$ cat config.mk
export PLATFORM = sky130hd
export DESIGN_NAME = hpsb_ram
export DESIGN_NICKNAME = d
export VERILOG_FILES = /design/src/rtl/hpsb_ram.sv
export SDC_FILE = /design/constraint.sdc
export NUM_CORES = 2
export LEC_CHECK = 0
export ABC_AREA = 1
export BUFFER_PORTS_ARGS = -buffer_cell sky130_fd_sc_hd__buf_2
export CAP_MARGIN = 5
export CORE_MARGIN = 2
export CORE_UTILIZATION = 45
export CTS_CLUSTER_DIAMETER = 50
export CTS_CLUSTER_SIZE = 16
export DETAILED_ROUTE_END_ITERATION = 8
export SYNTH_ARGS = -nofsm -noshare
export SYNTH_HDL_FRONTEND = slang
export SYNTH_SLANG_ARGS = --single-unit
export TNS_END_PERCENT = 10
$ cat constraint.sdc
create_clock -name i_clk -period 16.3 [get_ports i_clk]
set_clock_uncertainty 0.1 [all_clocks]
set_input_delay 3.26 -clock i_clk [delete_from_list [all_inputs] [get_ports i_clk]]
set_output_delay 3.26 -clock i_clk [all_outputs]
set_load 0.03 [all_outputs]
$ cat src/rtl/hpsb_ram.sv
`default_nettype none
module hpsb_ram #(
    parameter int WIDTH = 64,
    parameter int DEPTH = 64
) (
    input  wire logic                     i_clk,
    input  wire logic                     i_we,
    input  wire logic [$clog2(DEPTH)-1:0] i_waddr,
    input  wire logic [WIDTH-1:0]         i_wdata,
    input  wire logic [$clog2(DEPTH)-1:0] i_raddr,
    output logic      [WIDTH-1:0]         o_rdata
);

    logic [WIDTH-1:0] r_mem [DEPTH];

    always_ff @(posedge i_clk) begin
        if (i_we) begin
            r_mem[i_waddr] <= i_wdata;
        end
        o_rdata <= r_mem[i_raddr];
    end

endmodule
`default_nettype wire

Word level (Yosys, flattened, before mapping). Memories as Yosys holds them, arrays and structs flattened. A register that Yosys moved wholly into a read port is not among the register bits. Cells that the tools add are included.

Bits in registers: 0. Memory bits (writable): 4096. Input port bits: 78. Output and inout port bits: 64. Word-level logic and storage cells: 3. Memories: 1.

Memory list: r_mem (words 64, bits a word 64, rd ports 1, clocked after memory_dff 1, wr ports 1, RTL line 14) `logic [WIDTH-1:0] r_mem [DEPTH];`.

Muxes and demuxes: 2.

Operators by type and width (count): 2-to-1 mux 1 bit (2).

Depth between registers and ports, before layout.
Depth in word-level cells: 2. Mapped depth: 13. Depth with buffers taken out: 9.

Worst setup path after synthesis. Ideal clock, no wire load.

Kind: input to register. From: input i_we. To: memory r_mem[48][0], enable pin. Library setup time: 0.646 ns. Arrival: 9.896 ns. Data required time: 15.554 ns. Path slack: 5.658 ns. Cell stages on the path: 3. Buffers on the path: 1. Cell sequence: clkbuf_1 nand4_1 nor4_1.

Longest elaborated chain between the ends: 2.

RTL lines: from (decl) (RTL line 7) `input wire logic i_we,`; 2-to-1 mux 1 bit (RTL line 17) `if (i_we) begin`; 2-to-1 mux 1 bit (not written as such) (RTL line 18) `r_mem[i_waddr] <= i_wdata;`; to (decl) (RTL line 14).

Every way passes these cells.

==> flow_metrics.env <==
export IMPL_status="finished, final reports clean"
export IMPL_period_minus_slack_ps=7830
export IMPL_post_drt_wl_per_cell_um=28.3
export IMPL_grt_max_degree=201
export IMPL_ys_flop_type="edfxtp_1"
export IMPL_power_switching_mw=5.25
export IMPL_cts_tree="built"
export IMPL_portBuffers=141
export IMPL_drt_iter0_markers=15084
export IMPL_htree_levels=5
export IMPL_busiest_layer="met2"
export IMPL_slew_headroom_pct=5.29
export IMPL_critPathCaptureType="flip-flop"
export IMPL_worst_path_buf_inv=6
export IMPL_hold_class="reg -> reg"
export IMPL_cts_buffers=381
export IMPL_ant_nets=0
export IMPL_crit_top_cell="buf_4"
export IMPL_wl_mm=522
export IMPL_grt_first_pass_wirelength_mm=740
export IMPL_firstDrtPassIters=8
export IMPL_cellLeakagePower_nw=63.6
export IMPL_synth_top_area_share_pct=74.4
export IMPL_power_density_nw_per_um2=123
export IMPL_drc_errors=0
export IMPL_dp_hpwl_mm=250
export IMPL_fp_coreArea_sq_um=366000
export IMPL_gp_congestion=0.789
export IMPL_cts_hold_buffers_added=0
export IMPL_crit_slowest_cell="buf_4"
export IMPL_met3_usage_pct=4.27
export IMPL_multi_input_area_sq_um=36600
export IMPL_synth_edf_count=4096
export IMPL_crit_arrival_ps=8620
export IMPL_p_sw_share_pct=23.4
export IMPL_p_seq_share_pct=53.0
export IMPL_num_fill_cells=31491
export IMPL_postCtsSetupRepairBufs=0
export IMPL_yosysTopAreaCell="edfxtp_1"
export IMPL_finalNetCount=13356
export IMPL_ctsResizeCount=0
export IMPL_vias=108881
export IMPL_critical_path_class="in -> reg"
export IMPL_cts_sinks=4160
export IMPL_clk_pin_slew_worst_paths_ps=70
export IMPL_met1_usage_pct=38.0
export IMPL_worstPathCellList="buf_12, buf_4, buf_4, buf_4, buf_4, buf_4, nand2_1, nand3_1, nand3_1, nand3_1, nand3_1, nand2_1, nand2_1, nand2_1"
export IMPL_yosys_warnings=0
export IMPL_fp_dieW_um=610
export IMPL_ys_types=16
export IMPL_root_buffer="clkbuf_16"
export IMPL_grt_setup_unrepaired="no"
export IMPL_power_internal_mw=17.2
export IMPL_finalHoldViolations=0
export IMPL_start_util_pct=45.2
export IMPL_syn_nets=13483
export IMPL_syn_inst=13405
export IMPL_syn_area_per_cell_sq_um=12.3
export IMPL_seq_area_sq_um=124000
export IMPL_async_reset_ff_share_pct=0
export IMPL_grt_pass1_vias=101547
export IMPL_yosys_top_cells_count="nand2_1, edfxtp_1, nand3_1"
export IMPL_critPathMaxFanout=128
export IMPL_syn_to_final_growth_pct=10.5
export IMPL_maxCapViolations=0
export IMPL_comb_power_share_pct=5.7
export IMPL_grt_overflow=0
export IMPL_vdd_drop_max_v=0.0000840
export IMPL_cp_data_required_time_ps=17080
export IMPL_slew_violations=0
export IMPL_viasPerCell=5.91
export IMPL_synth_most_common_cell="nand2_1"
export IMPL_use_met2_pct=44.0
export IMPL_tightestPinTransition_ps=1420
export IMPL_cp_top_family="buffers and inverters"
export IMPL_die_h_um=610
export IMPL_setup_viol=0
export IMPL_ioPinCount=142
export IMPL_max_freq_mhz=128
export IMPL_drive_gt1_share_pct=7.97
export IMPL_dieArea_sq_um=372000
export IMPL_slowest_delay_ps=880
export IMPL_clockPowerShare_pct=41.3
export IMPL_synth_area_leaders="edfxtp_1, nand3_1, nand2_1"
export IMPL_period_share_pct=48.1
export IMPL_finalPower_mw=22.4
export IMPL_synth_seq_area_share_pct=75.2
export IMPL_clockBufferDepth=4
export IMPL_syn_area_sq_um=165000
export IMPL_clkLatencyLatePin_ps=970
export IMPL_fp_row_count=222
export IMPL_grt_antenna_before_repair=53
export IMPL_cp_start_kind="input port"
export IMPL_ys_ff_latch=4160
export IMPL_grt_usage_pct=27.4
export IMPL_setup_tns_ps=0
[cells in the final DEF, fill, tap and decap left out]
| master | count |
|---|---|
| dfxtp_1 | 64 |
| clkbuf_1 | 52 |
| buf_12 | 16 |
| nor4_2 | 8 |
| inv_6 | 82 |
| edfxtp_1 | 4096 |
| inv_16 | 5 |
| clkinv_16 | 1 |
| inv_8 | 18 |
| clkbuf_16 | 393 |
| nand2_1 | 4416 |
| clkinv_8 | 9 |
| nor2_4 | 56 |
| buf_2 | 135 |
| buf_6 | 1 |
| clkinvlp_4 | 29 |
| nand3_1 | 3847 |
| clkinv_1 | 10 |
| nand4_1 | 9 |
| diode_2 | 20 |
| buf_4 | 231 |
| buf_8 | 4 |
| bufinv_16 | 30 |
| clkinv_4 | 29 |
| clkbuf_8 | 13 |
| inv_1 | 6 |
| clkinv_2 | 22 |
[area by class of cell]
type | instances | area share (%)
tap | 4816 | 3.30
multi-input combinational | 8336 | 20.0
clock buffer | 458 | 5.59
inverter | 12 | 0.0575
sequential | 4160 | 68.0
timing repair buffer | 387 | 1.53
clock inverter | 229 | 1.44
antenna | 20 | 0.0274
[registers in the layout (all words and copies together), names as in the netlist]
signal / cells
r_mem: 4096
o_rdata: 64
[metal layers]
layer | vias to the layer above | part of all wire, %
li1 | 47637 | -
met1 | 54696 | 40
met2 | 5577 | 46
met3 | 951 | 9.2
met4 | 20 | 3.8
met5 | - | 0.022
[cell families after synthesis]
group / synth area share (%)
simple gates: 21.9
buf+inv: 2.95
flops: 75.2
[worst reg2reg max path: cells and delay by family (launching register included)]
family / cells / cell delay [ps]
simple gates: 8 / 1050
flops: 1 / 370
[power groups by stage]
stage,clock (mW),combinational (mW),sequential (mW)
global route,9.75,1.38,11.9
detailed placement,0,1.26,12.1
global placement,0,1.25,12.1
CTS,9.36,1.26,11.9
finish,9.27,1.27,11.9
floorplan,0,0.731,12.1
[per-stage QoR]
| stage | util [%] | hold WS [ps] | cell area (sq um) | setup slack (ps) | cells |
|---|---|---|---|---|---|
| CTS | 50.0 | 671 | 183000 | 8630 | 18398 |
| floorplan | - | 621 | 165000 | 5660 | 13405 |
| finish | 50.0 | 675 | 183000 | 8470 | 18418 |
| global placement | 46.5 | 662 | 170000 | 7690 | 17711 |
| global route | 50.0 | 751 | 183000 | 8130 | 18411 |
| detailed placement | 46.5 | 665 | 170000 | 7640 | 17711 |
[path summary, 6_finish.rpt]
| path | startpoint | end | depth (start not counted) | slack (ps) |
|---|---|---|---|---|
| setup / recovery | i_raddr[0] | o_rdata[13] | 14 | 8470 |
| hold / removal | r_mem[42][6] | o_rdata[6] | 8 | 670 |
| setup reg to reg | r_mem[47][51] | o_rdata[51] | 8 | 14540 |
| hold reg to reg | r_mem[42][6] | o_rdata[6] | 8 | 670 |
No activity file was read; power rests on OpenSTA's default activity.
